## src/hdl/gpd_pkg.sv

```systemverilog
`timescale 1ns / 1ps

package gpd_pkg;

  // width of the threshold register, fixed by the register map
  localparam int THRESHOLD_WIDTH = 16;

  // result queue between the detector and the output side
  localparam int OUT_DEPTH = 2;
  localparam int OUT_COUNT_WIDTH = $clog2(OUT_DEPTH + 1);

  localparam logic [OUT_COUNT_WIDTH-1:0] OUT_EMPTY = OUT_COUNT_WIDTH'(0);
  localparam logic [OUT_COUNT_WIDTH-1:0] OUT_ONE = OUT_COUNT_WIDTH'(1);
  localparam logic [OUT_COUNT_WIDTH-1:0] OUT_FULL = OUT_COUNT_WIDTH'(OUT_DEPTH);

endpackage

```

## src/hdl/gradient_peak_detector_top.sv

```systemverilog
`timescale 1ns / 1ps

// a peak word enters the result queue as the sample that closes it is taken, and shows on m_tdata at the head
// throughput: one sample per cycle while s_tready is high; all detection is one pass of compare logic per sample
// a two-word result queue lets samples keep flowing while one peak waits on m_tready
// s_tready drops only when both result slots are full
// reset (rst, synchronous, active high) clears the record state, the queue and threshold

module gradient_peak_detector_top #(
  parameter int SAMPLE_WIDTH = 16,
  parameter int INDEX_WIDTH = 32
) (
  input  logic clk,
  input  logic rst,

  // configuration: threshold write
  input  logic                                     cfg_valid,
  output logic                                     cfg_ready,
  input  logic [gpd_pkg::THRESHOLD_WIDTH-1:0]      cfg_data,  // threshold

  // sample stream in
  input  logic                                     s_tvalid,
  output logic                                     s_tready,
  input  logic [((SAMPLE_WIDTH+7)/8)*8-1:0]        s_tdata,   // sample
  input  logic                                     s_tuser,   // record_start

  // peak stream out
  output logic                                     m_tvalid,
  input  logic                                     m_tready,
  output logic [((INDEX_WIDTH+SAMPLE_WIDTH+7)/8)*8-1:0] m_tdata // peak_index, peak_amplitude
);

  localparam int CMP_WIDTH = (SAMPLE_WIDTH > gpd_pkg::THRESHOLD_WIDTH) ?
                             SAMPLE_WIDTH : gpd_pkg::THRESHOLD_WIDTH;
  localparam int WORD_WIDTH = INDEX_WIDTH + SAMPLE_WIDTH;

  // configuration
  logic signed [gpd_pkg::THRESHOLD_WIDTH-1:0] threshold;

  // per-record running state
  logic signed [SAMPLE_WIDTH-1:0] last_sample;
  logic                           last_diff_positive;
  logic        [INDEX_WIDTH-1:0]  sample_count;
  logic                           extremum_valid;
  logic        [INDEX_WIDTH-1:0]  extremum_index;
  logic signed [SAMPLE_WIDTH-1:0] extremum_amplitude;

  // result queue: slot 0 is the head shown on the output
  logic [WORD_WIDTH-1:0]                  out_head;
  logic [WORD_WIDTH-1:0]                  out_tail;
  logic [gpd_pkg::OUT_COUNT_WIDTH-1:0]    out_count;

  logic in_accept;
  logic out_pop;

  // state as seen by this sample, after a record start has cleared it
  logic signed [SAMPLE_WIDTH-1:0] x;
  logic signed [SAMPLE_WIDTH-1:0] cur_last;
  logic                           cur_dir;
  logic        [INDEX_WIDTH-1:0]  cur_count;
  logic                           cur_ext_valid;
  logic        [INDEX_WIDTH-1:0]  cur_ext_index;
  logic signed [SAMPLE_WIDTH-1:0] cur_ext_amp;

  logic                           have_prev;
  logic                           have_two;
  logic                           rising;
  logic                           turn;
  logic                           emit;
  logic signed [CMP_WIDTH-1:0]    amp_wide;
  logic signed [CMP_WIDTH-1:0]    thr_wide;
  logic        [WORD_WIDTH-1:0]   peak_word;

  logic signed [SAMPLE_WIDTH-1:0] last_sample_next;
  logic                           last_diff_positive_next;
  logic        [INDEX_WIDTH-1:0]  sample_count_next;
  logic                           extremum_valid_next;
  logic        [INDEX_WIDTH-1:0]  extremum_index_next;
  logic signed [SAMPLE_WIDTH-1:0] extremum_amplitude_next;

  assign cfg_ready = 1'b1;
  assign s_tready  = (out_count != gpd_pkg::OUT_FULL);
  assign m_tvalid  = (out_count != gpd_pkg::OUT_EMPTY);
  assign in_accept = s_tvalid && s_tready;
  assign out_pop   = m_tvalid && m_tready;

  assign x = s_tdata[SAMPLE_WIDTH-1:0];

  always_comb begin
    // record start wipes the running record state; the threshold and the result queue stay
    if (s_tuser) begin
      cur_last      = '0;
      cur_dir       = 1'b0;
      cur_count     = '0;
      cur_ext_valid = 1'b0;
      cur_ext_index = '0;
      cur_ext_amp   = '0;
    end else begin
      cur_last      = last_sample;
      cur_dir       = last_diff_positive;
      cur_count     = sample_count;
      cur_ext_valid = extremum_valid;
      cur_ext_index = extremum_index;
      cur_ext_amp   = extremum_amplitude;
    end

    have_prev = (cur_count != '0);
    have_two  = (cur_count[INDEX_WIDTH-1:1] != '0);
    // a flat step counts as falling
    rising    = (x > cur_last);
    turn      = have_two && (rising != cur_dir);

    amp_wide = CMP_WIDTH'(cur_ext_amp);
    thr_wide = CMP_WIDTH'(threshold);
    // stored extremum is a peak once a lower extremum follows it and it is at or above the threshold
    emit = turn && cur_ext_valid && (cur_last < cur_ext_amp) && (amp_wide >= thr_wide);

    peak_word = {cur_ext_amp, cur_ext_index};

    // index stops at all ones
    sample_count_next = (&cur_count) ? cur_count : cur_count + 1'b1;
    last_sample_next  = x;
    last_diff_positive_next = have_prev ? rising : cur_dir;

    if (turn) begin
      extremum_valid_next     = 1'b1;
      extremum_index_next     = cur_count - 1'b1;
      extremum_amplitude_next = cur_last;
    end else begin
      extremum_valid_next     = cur_ext_valid;
      extremum_index_next     = cur_ext_index;
      extremum_amplitude_next = cur_ext_amp;
    end
  end

  always_ff @(posedge clk) begin
    if (rst) begin
      threshold <= '0;
    end else if (cfg_valid && cfg_ready) begin
      threshold <= cfg_data;
    end
  end

  always_ff @(posedge clk) begin
    if (rst) begin
      last_sample        <= '0;
      last_diff_positive <= 1'b0;
      sample_count       <= '0;
      extremum_valid     <= 1'b0;
      extremum_index     <= '0;
      extremum_amplitude <= '0;
    end else if (in_accept) begin
      last_sample        <= last_sample_next;
      last_diff_positive <= last_diff_positive_next;
      sample_count       <= sample_count_next;
      extremum_valid     <= extremum_valid_next;
      extremum_index     <= extremum_index_next;
      extremum_amplitude <= extremum_amplitude_next;
    end
  end

  // two-slot result queue
  always_ff @(posedge clk) begin
    if (rst) begin
      out_count <= gpd_pkg::OUT_EMPTY;
    end else begin
      case ({in_accept && emit, out_pop})
        2'b10: begin
          out_count <= out_count + 1'b1;
        end
        2'b01: begin
          out_count <= out_count - 1'b1;
        end
        default: begin
          out_count <= out_count;
        end
      endcase
    end
  end

  always_ff @(posedge clk) begin
    case ({in_accept && emit, out_pop})
      2'b10: begin
        if (out_count == gpd_pkg::OUT_EMPTY) begin
          out_head <= peak_word;
        end else begin
          out_tail <= peak_word;
        end
      end
      2'b01: begin
        out_head <= out_tail;
      end
      2'b11: begin
        if (out_count == gpd_pkg::OUT_ONE) begin
          out_head <= peak_word;
        end else begin
          out_head <= out_tail;
          out_tail <= peak_word;
        end
      end
      default: begin
        out_head <= out_head;
      end
    endcase
  end

  always_comb begin
    m_tdata = '0;
    m_tdata[WORD_WIDTH-1:0] = out_head;
  end

endmodule

```

## config.mk

```make
export PLATFORM = sky130hd
export DESIGN_NAME = gradient_peak_detector_top
export DESIGN_NICKNAME = d
export VERILOG_FILES = /design/src/hdl/gpd_pkg.sv /design/src/hdl/gradient_peak_detector_top.sv
export SDC_FILE = /design/constraint.sdc
export NUM_CORES = 1
export LEC_CHECK = 0
export ABC_AREA = 0
export BUFFER_PORTS_ARGS = -buffer_cell sky130_fd_sc_hd__buf_2
export CAP_MARGIN = 30
export CORE_UTILIZATION = 29
export CTS_CLUSTER_SIZE = 25
export DETAILED_ROUTE_END_ITERATION = 16
export MAX_ROUTING_LAYER = met4
export PLACE_DENSITY = 0.54
export SLEW_MARGIN = 20
export SYNTH_ARGS = -nofsm -noshare
export SYNTH_HDL_FRONTEND = slang
export SYNTH_SLANG_ARGS = --single-unit
```

## constraint.sdc

```tcl
create_clock -name clk -period 15 [get_ports clk]
set_input_delay 0.75 -clock clk [delete_from_list [all_inputs] [get_ports clk]]
set_output_delay 0.75 -clock clk [all_outputs]
set_load 0.03 [all_outputs]
```

==> results of run 1 <==
-- power by group --
| part | total (µW) | switching (µW) | internal [µW] |
|---|---|---|---|
| registers | 626 | 7.23 | 619 |
| clock network | 529 | 228 | 301 |
| logic | 146 | 98.3 | 48.0 |
-- metal layers --
| layer | vias up | routed length [µm] | global-route usage (%) |
|---|---|---|---|
| li1 | 3867 | - | - |
| met1 | 3649 | 12800 | 20.6 |
| met2 | 147 | 10600 | 20.6 |
| met3 | 29 | 1420 | 2.25 |
| met4 | 0 | 363 | 2.91 |
| met5 | - | 0 | - |
-- cells by family (layout without fill, tap and decap cells) --
family          after synthesis  in the layout  share of synthesized area (%)
simple gates                398            398                           19.0
compound gates              197            197                           13.9
xor+xnor                     47             47                           3.92
other cells                   1              4                         0.0357
fa+ha+maj                    56             56                           6.67
flops                       212            212                           49.6
buf+inv                     122            204                           4.91
mux                          20             20                           1.91
-- sequential cells by signal (all words and copies together) (netlist names) --
name                cells
sample_count           32
thr_wide               16
out_tail               48
last_sample            16
out_count               2
m_tdata                48
extremum_amplitude     16
extremum_index         32
last_diff_positive      1
extremum_valid          1
-- how the worst min path moves through the flow --
stage	end	slack [ps]
final	extremum_index[12]$_SDFFE_PP0P_	440
after floorplan	extremum_index[12]$_SDFFE_PP0P_	430
after global placement	extremum_index[12]$_SDFFE_PP0P_	430
after CTS	extremum_index[12]$_SDFFE_PP0P_	450
after global routing	thr_wide[9]$_SDFFE_PP0P_	460
after detailed placement	extremum_index[12]$_SDFFE_PP0P_	440
-- per-stage QoR --
step                      total power (µW)  std cells
after floorplan                        741       1053
after global placement                 785       1551
after detailed placement               787       1554
after CTS                             1320       1596
after global routing                  1360       1599
final                                 1300       1599
-- layout by cell type (no fill, tap or decap), types with 8 or more instances in the layout --
cell type                   netlist  layout
sky130_fd_sc_hd__edfxtp_1        96      96
sky130_fd_sc_hd__clkbuf_1        44       8
sky130_fd_sc_hd__o2bb2ai_1       15      15
sky130_fd_sc_hd__nand2_1        104     104
sky130_fd_sc_hd__dfxtp_1        116     116
sky130_fd_sc_hd__nor3_1          17      17
sky130_fd_sc_hd__nand2b_1        40      40
sky130_fd_sc_hd__or3_1            8       8
sky130_fd_sc_hd__a31oi_1          8       8
sky130_fd_sc_hd__buf_4            1      11
sky130_fd_sc_hd__a21oi_1         38      36
sky130_fd_sc_hd__ha_1            56      56
sky130_fd_sc_hd__nand4_1         16      16
sky130_fd_sc_hd__inv_1           62      62
sky130_fd_sc_hd__a21o_1           8       8
sky130_fd_sc_hd__nand3_1         15      15
sky130_fd_sc_hd__xor2_1          23      23
sky130_fd_sc_hd__nor2_1         103     101
sky130_fd_sc_hd__buf_2            5      86
sky130_fd_sc_hd__xnor2_1         24      24
sky130_fd_sc_hd__o21ai_0         20      20
sky130_fd_sc_hd__clkbuf_16        0      23
sky130_fd_sc_hd__a22o_1          76      76
sky130_fd_sc_hd__nor2b_1         43      43
sky130_fd_sc_hd__mux2i_1         20      20
sky130_fd_sc_hd__nor4_1          14      14
-- layout make-up --
class                      count  area, µm²  share of cell area, %
sequential                   212       5200                   43.0
timing repair buffer         100        583                   4.82
clock inverter                11       88.8                  0.734
tap                          461        577                   4.77
clock buffer                  31        606                   5.00
antenna                        3       7.51                 0.0620
multi-input combinational    719       4800                   39.7
inverter                      62        233                   1.92
-- worst max-delay path, cell delays in order --
cell	delay, ps
sky130_fd_sc_hd__buf_4	280
sky130_fd_sc_hd__nand2b_1	200
sky130_fd_sc_hd__ha_1	260
sky130_fd_sc_hd__a211oi_1	230
sky130_fd_sc_hd__o211ai_1	120
sky130_fd_sc_hd__a221oi_1	290
sky130_fd_sc_hd__nor3b_1	360
sky130_fd_sc_hd__mux2i_1	320
sky130_fd_sc_hd__o211ai_2	250
sky130_fd_sc_hd__a211oi_1	340
sky130_fd_sc_hd__and2_1	210
sky130_fd_sc_hd__ha_1	260
sky130_fd_sc_hd__o21ai_0	170
sky130_fd_sc_hd__a21oi_4	300
sky130_fd_sc_hd__buf_4	520
==> load_flow_metrics.sql, run 1 <==
INSERT INTO impl_metrics (metric_group, metric, value, unit) VALUES
('synth', 'most_common_cell_in_the_netlist', 'sky130_fd_sc_hd__dfxtp_1', ''),
('layout', 'area_growth', '15.3', '%'),
('worst_hold_path', 'timing.hold.worst.start', 'extremum_index[12]$_SDFFE_PP0P_', ''),
('timing', 'timing.final.crit_period', '4760', 'ps'),
('cts', 'root_buf_cell', 'sky130_fd_sc_hd__clkbuf_16', ''),
('synth', 'synth_area_leader_cell', 'sky130_fd_sc_hd__edfxtp_1', ''),
('critical_path', 'worstSetupPathType', 'input pin to flop', ''),
('timing', 'hold_ws', '445', 'ps'),
('grt', 'grt_start_max_net_pins', '95', ''),
('synth', 'synth-main-ff-cell', 'sky130_fd_sc_hd__dfxtp_1', ''),
('floorplanning', 'vertical_die_dimension', '192', 'µm'),
('cts', 'cts_buffers', '23', ''),
('critical_path', 'timing.critical_path.from_type', 'input pin', ''),
('floorplanning', 'io-pin-count', '89', ''),
('cts', 'cts_resized', '0', ''),
('critical_path', 'crit_end', 'out_tail[24]$_DFFE_PP_', ''),
('layout', 'finish.utilization', '34.0', '%'),
('synth', 'synth_fp_nets', '1147', ''),
('timing', 'max_freq', '0.210', 'GHz'),
('timing', 'final.setup_skew', '19.1', 'ps'),
('power', 'leak', '0.00473', 'µW'),
('run', 'cap_violations', '0', ''),
('synth', 'post_synth_instance_area', '0.0105', 'mm²'),
('layout', 'fillCellCount', '3644', ''),
('cts', 'cts_hold_buffers', '0', ''),
('status', 'run_status', 'complete, no violations', ''),
('power', 'vdd_drop_max', '0.0690', 'mV'),
('cts', 'cts_tree', 'yes', ''),
('critical_path', 'reg2reg_setup_slack', '10480', 'ps'),
('critical_path', 'timing.critical_path.required', '15150', 'ps'),
('cts', 'cts_post_setup_buffers_inserted', '0', ''),
('synth', 'synth.yosys.seq_area_share', '49.6', '%'),
('route', 'drc', '0', ''),
('critical_path', 'timing.critical_path.to_type', 'flop', ''),
('cts', 'cts.path.max_buffers', '3', ''),
('floorplanning', 'fp.coreArea', '0.0356', 'mm²'),
('synth', 'synth.distinct_cells', '62', ''),
('timing', 'report.final.hold_viol_count', '0', ''),
('cts', 'clkSlewWorstSetupHoldPaths', '60', 'ps'),
('timing', 'transition_time_of_the_tightest_slew_check_pin', '933', 'ps'),
('floorplanning', 'start_util', '29.5', '%'),
('critical_path', 'cp.arrival', '4910', 'ps'),
('grt', 'grt_util_all_layers', '14.2', '%'),
('critical_path', 'crit_start', 's_tuser', ''),
('grt', 'global_route.overflow_total', '0', ''),
('placed_design', 'hpwl', '17.9', 'mm'),
('timing', 'final-max-slew-violation-count', '0', ''),
('layout', 'nNetsFinal', '1212', ''),
('placed_design', 'dp_worst_slack', '9730', 'ps'),
('synth', 'synthArstFlopShare', '0', '%'),
('critical_path', 'reg2reg_to', 'out_tail[24]$_DFFE_PP_', ''),
('timing', 'max-slew-margin-rel', '37.8', '%'),
('placed_design', 'portBuffers', '87', ''),
('timing', 'final.setup.tns', '0', 'ps'),
('timing', 'fin_ws', '10240', 'ps'),
('timing', 'post-route-period-util', '31.7', '%'),
('synth', 'count_of_flip_flops_with_a_built_in_enable_after_synthesis', '96', ''),
('route', 'routedWlPerCell', '15.7', 'µm'),
('worst_hold_path', 'hold_path_depth', '2', ''),
('route', 'drt_first_iter_violations', '526', ''),
('floorplanning', 'die_area', '0.0370', 'mm²'),
('critical_path', 'reg2reg_from', 'last_sample[15]$_SDFFE_PP0P_', ''),
('route', 'antenna_left', '0', ''),
('synth', 'synth_area_per_cell', '9.97', 'µm²'),
('synth', 'synth_top_cell_area_share', '27.5', '%'),
('cts', 'clock_insertion_delay_at_the_later_pin_of_the_skew_report', '520', 'ps'),
('critical_path', 'crit_path_max_fanout', '40', ''),
('layout', 'design_area', '0.0121', 'mm²'),
('critical_path', 'worst_r2r_path_depth', '14', ''),
('grt', 'grt_antenna_before_repair', '3', ''),
('synth', 'top_area_cells_in_the_synthesized_netlist', 'sky130_fd_sc_hd__edfxtp_1 (27%), sky130_fd_sc_hd__dfxtp_1 (22%), sky130_fd_sc_hd__ha_1 (6.7%)', '');
Power figures use the tool's default switching activity.
==> run 2, diff against run 1 <==
==> constraint.sdc (replaced) <==
create_clock -name clk -period 4.4 [get_ports clk]
set_input_delay 0.22 -clock clk [delete_from_list [all_inputs] [get_ports clk]]
set_output_delay 0.22 -clock clk [all_outputs]
set_load 0.03 [all_outputs]
==> load_flow_metrics.sql, run 2 (synthesized netlist as in run 1, its figures left out) <==
INSERT INTO impl_metrics (metric_group, metric, value, unit) VALUES
('grt', 'global_route.overflow_total', '0', ''),
('floorplanning', 'width_of_the_die', '192', 'µm'),
('route', 'drc', '0', ''),
('layout', 'area_growth', '19.2', '%'),
('layout', 'final-seq-area', '0.00520', 'mm²'),
('layout', 'stdcell_count', '1635', ''),
('timing', 'hold_ws', '158', 'ps'),
('critical_path', 'worstSetupPathType', 'flop to flop', ''),
('floorplanning', 'start_util', '29.5', '%'),
('floorplanning', 'io-pin-count', '89', ''),
('grt', 'grt.busiest_layer', 'met2', ''),
('layout', 'fillCellCount', '3607', ''),
('grt', 'grt_first_pass_wirelength', '41.0', 'mm'),
('critical_path', 'timing.critical_path.to_type', 'flop', ''),
('route', 'finalWirelength', '25.2', 'mm'),
('cts', 'cts.path.max_buffers', '3', ''),
('layout', 'drive_gt1_share', '13.8', '%'),
('power', 'vdd_drop_max', '0.231', 'mV'),
('cts', 'cts_post_setup_buffers_inserted', '0', ''),
('worst_hold_path', 'min-delay-path-class', 'input pin to flop', ''),
('floorplanning', 'die_area', '0.0370', 'mm²'),
('layout', 'layout.cells.most_common', 'sky130_fd_sc_hd__dfxtp_1', ''),
('floorplanning', 'vertical_die_dimension', '192', 'µm'),
('critical_path', 'cp.arrival', '4250', 'ps'),
('layout', 'layout_common_cells', 'sky130_fd_sc_hd__dfxtp_1 (116), sky130_fd_sc_hd__nand2_1 (104), sky130_fd_sc_hd__nor2_1 (101)', ''),
('timing', 'report.final.hold_viol_count', '0', ''),
('grt', 'via_count_of_the_first_global_routing_pass', '7488', ''),
('grt', 'grt_antenna_before_repair', '2', ''),
('timing', 'post-route-period-util', '87.9', '%'),
('power', 'leak', '0.00490', 'µW'),
('placed_design', 'portBuffers', '87', ''),
('grt', 'grt_use_met3', '1.89', '%'),
('cts', 'cts_resized', '0', ''),
('grt', 'use_met1', '20.3', '%'),
('cts', 'clkSlewWorstSetupHoldPaths', '60', 'ps'),
('run', 'cap_violations', '0', ''),
('timing', 'max-slew-margin-rel', '46.5', '%'),
('grt', 'grt_util_all_layers', '14.2', '%'),
('route', 'vias', '7773', ''),
('placed_design', 'hpwl', '17.9', 'mm'),
('timing', 'timing.final.crit_period', '3870', 'ps'),
('cts', 'root_buf_cell', 'sky130_fd_sc_hd__clkbuf_16', ''),
('critical_path', 'timing.critical_path.from_type', 'flop', ''),
('status', 'run_status', 'complete, no violations', ''),
('timing', 'final.setup_skew', '13.6', 'ps'),
('critical_path', 'timing.critical_path.required', '4780', 'ps'),
('cts', 'cts_hold_buffers', '32', ''),
('route', 'drt_first_iter_violations', '450', ''),
('timing', 'final.setup.tns', '0', 'ps'),
('route', 'firstDrtPassIters', '4', ''),
('route', 'route.detailed.vias_per_inst', '4.75', ''),
('layout', 'nNetsFinal', '1250', ''),
('cts', 'clock_insertion_delay_at_the_later_pin_of_the_skew_report', '520', 'ps'),
('power', 'power.density', '361', 'mW/mm²'),
('cts', 'cts_tree', 'yes', ''),
('grt', 'grt_start_max_net_pins', '56', ''),
('timing', 'max_freq', '0.259', 'GHz'),
('cts', 'cts_buffers', '23', ''),
('layout', 'multiInputGateArea', '0.00484', 'mm²'),
('timing', 'transition_time_of_the_tightest_slew_check_pin', '795', 'ps'),
('timing', 'setup_violations', '0', ''),
('critical_path', 'crit_path_max_fanout', '30', ''),
('timing', 'final-max-slew-violation-count', '0', ''),
('route', 'antenna_left', '0', ''),
('timing', 'rsz0062_at_grt', 'false', ''),
('layout', 'finish.utilization', '35.2', '%'),
('placed_design', 'numPlacedInstances', '1560', ''),
('cts', 'cts.htree.levels', '1', ''),
('route', 'routedWlPerCell', '15.4', 'µm'),
('floorplanning', 'fp.coreArea', '0.0356', 'mm²'),
('placed_design', 'gp_routability_congestion', '0.837', ''),
('grt', 'groute.layer.met2.usage', '20.9', '%'),
('floorplanning', 'std_cell_rows', '69', ''),
('cts', 'tritoncts_num_sinks', '212', '');
run 2: path summary, 6_finish.rpt:
check / start / endpoint / slack [ps] / cells past startpoint
worst min register to register: extremum_index[12]$_SDFFE_PP0P_ / extremum_index[12]$_SDFFE_PP0P_ / 450 / 2
worst max-delay path: last_sample[5]$_SDFFE_PP0P_ / m_tdata[28]$_DFFE_PP_ / 530 / 15
worst min-delay path: rst / sample_count[2]$_SDFFE_PP0P_ / 160 / 2
worst max register to register: last_sample[5]$_SDFFE_PP0P_ / m_tdata[28]$_DFFE_PP_ / 530 / 15
run 2: metal layers:
layer	routed length (µm)	vias to the layer above
met5	0	-
met4	399	0
met3	1110	27
met2	10800	135
met1	12900	3669
li1	-	3942
run 2: area by class of cell:
type	count	area share [%]
diodes	2	0.0400
clock buffers	29	4.94
clock inverters	12	0.750
inverters	62	1.86
multi-input cells	719	38.6
flip-flops and latches	212	41.6
well taps	461	4.61
repair buffers	138	7.56
run 2: worst max-delay path, stage by stage, from the launching register on:
cell	delay [ps]
sky130_fd_sc_hd__dfxtp_1	340
sky130_fd_sc_hd__nand2b_1	90
sky130_fd_sc_hd__ha_1	340
sky130_fd_sc_hd__a211oi_2	180
sky130_fd_sc_hd__o211ai_1	120
sky130_fd_sc_hd__a221oi_1	260
sky130_fd_sc_hd__nor3b_2	260
sky130_fd_sc_hd__mux2i_1	280
sky130_fd_sc_hd__o211ai_2	140
sky130_fd_sc_hd__a211oi_2	270
sky130_fd_sc_hd__and2_1	200
sky130_fd_sc_hd__ha_2	250
sky130_fd_sc_hd__a21oi_1	120
sky130_fd_sc_hd__nor2_4	440
sky130_fd_sc_hd__buf_16	250
sky130_fd_sc_hd__a22o_1	170
run 2: through the flow:
stage          cell area (µm²)  total power (µW)  setup WS (ps)
6_report                 12500              4510            533
5_1_grt                  12500              4720            152
4_1_cts                  12500              4570            495
3_5_place_dp             11500              2690            319
3_3_place_gp             11400              2690           56.7
2_1_floorplan            10600              2530           10.4
run 2: power by group:
group | internal (µW) | switching (µW) | total, µW
registers | 2110 | 24.8 | 2130
clock network | 1050 | 793 | 1850
logic | 188 | 344 | 532
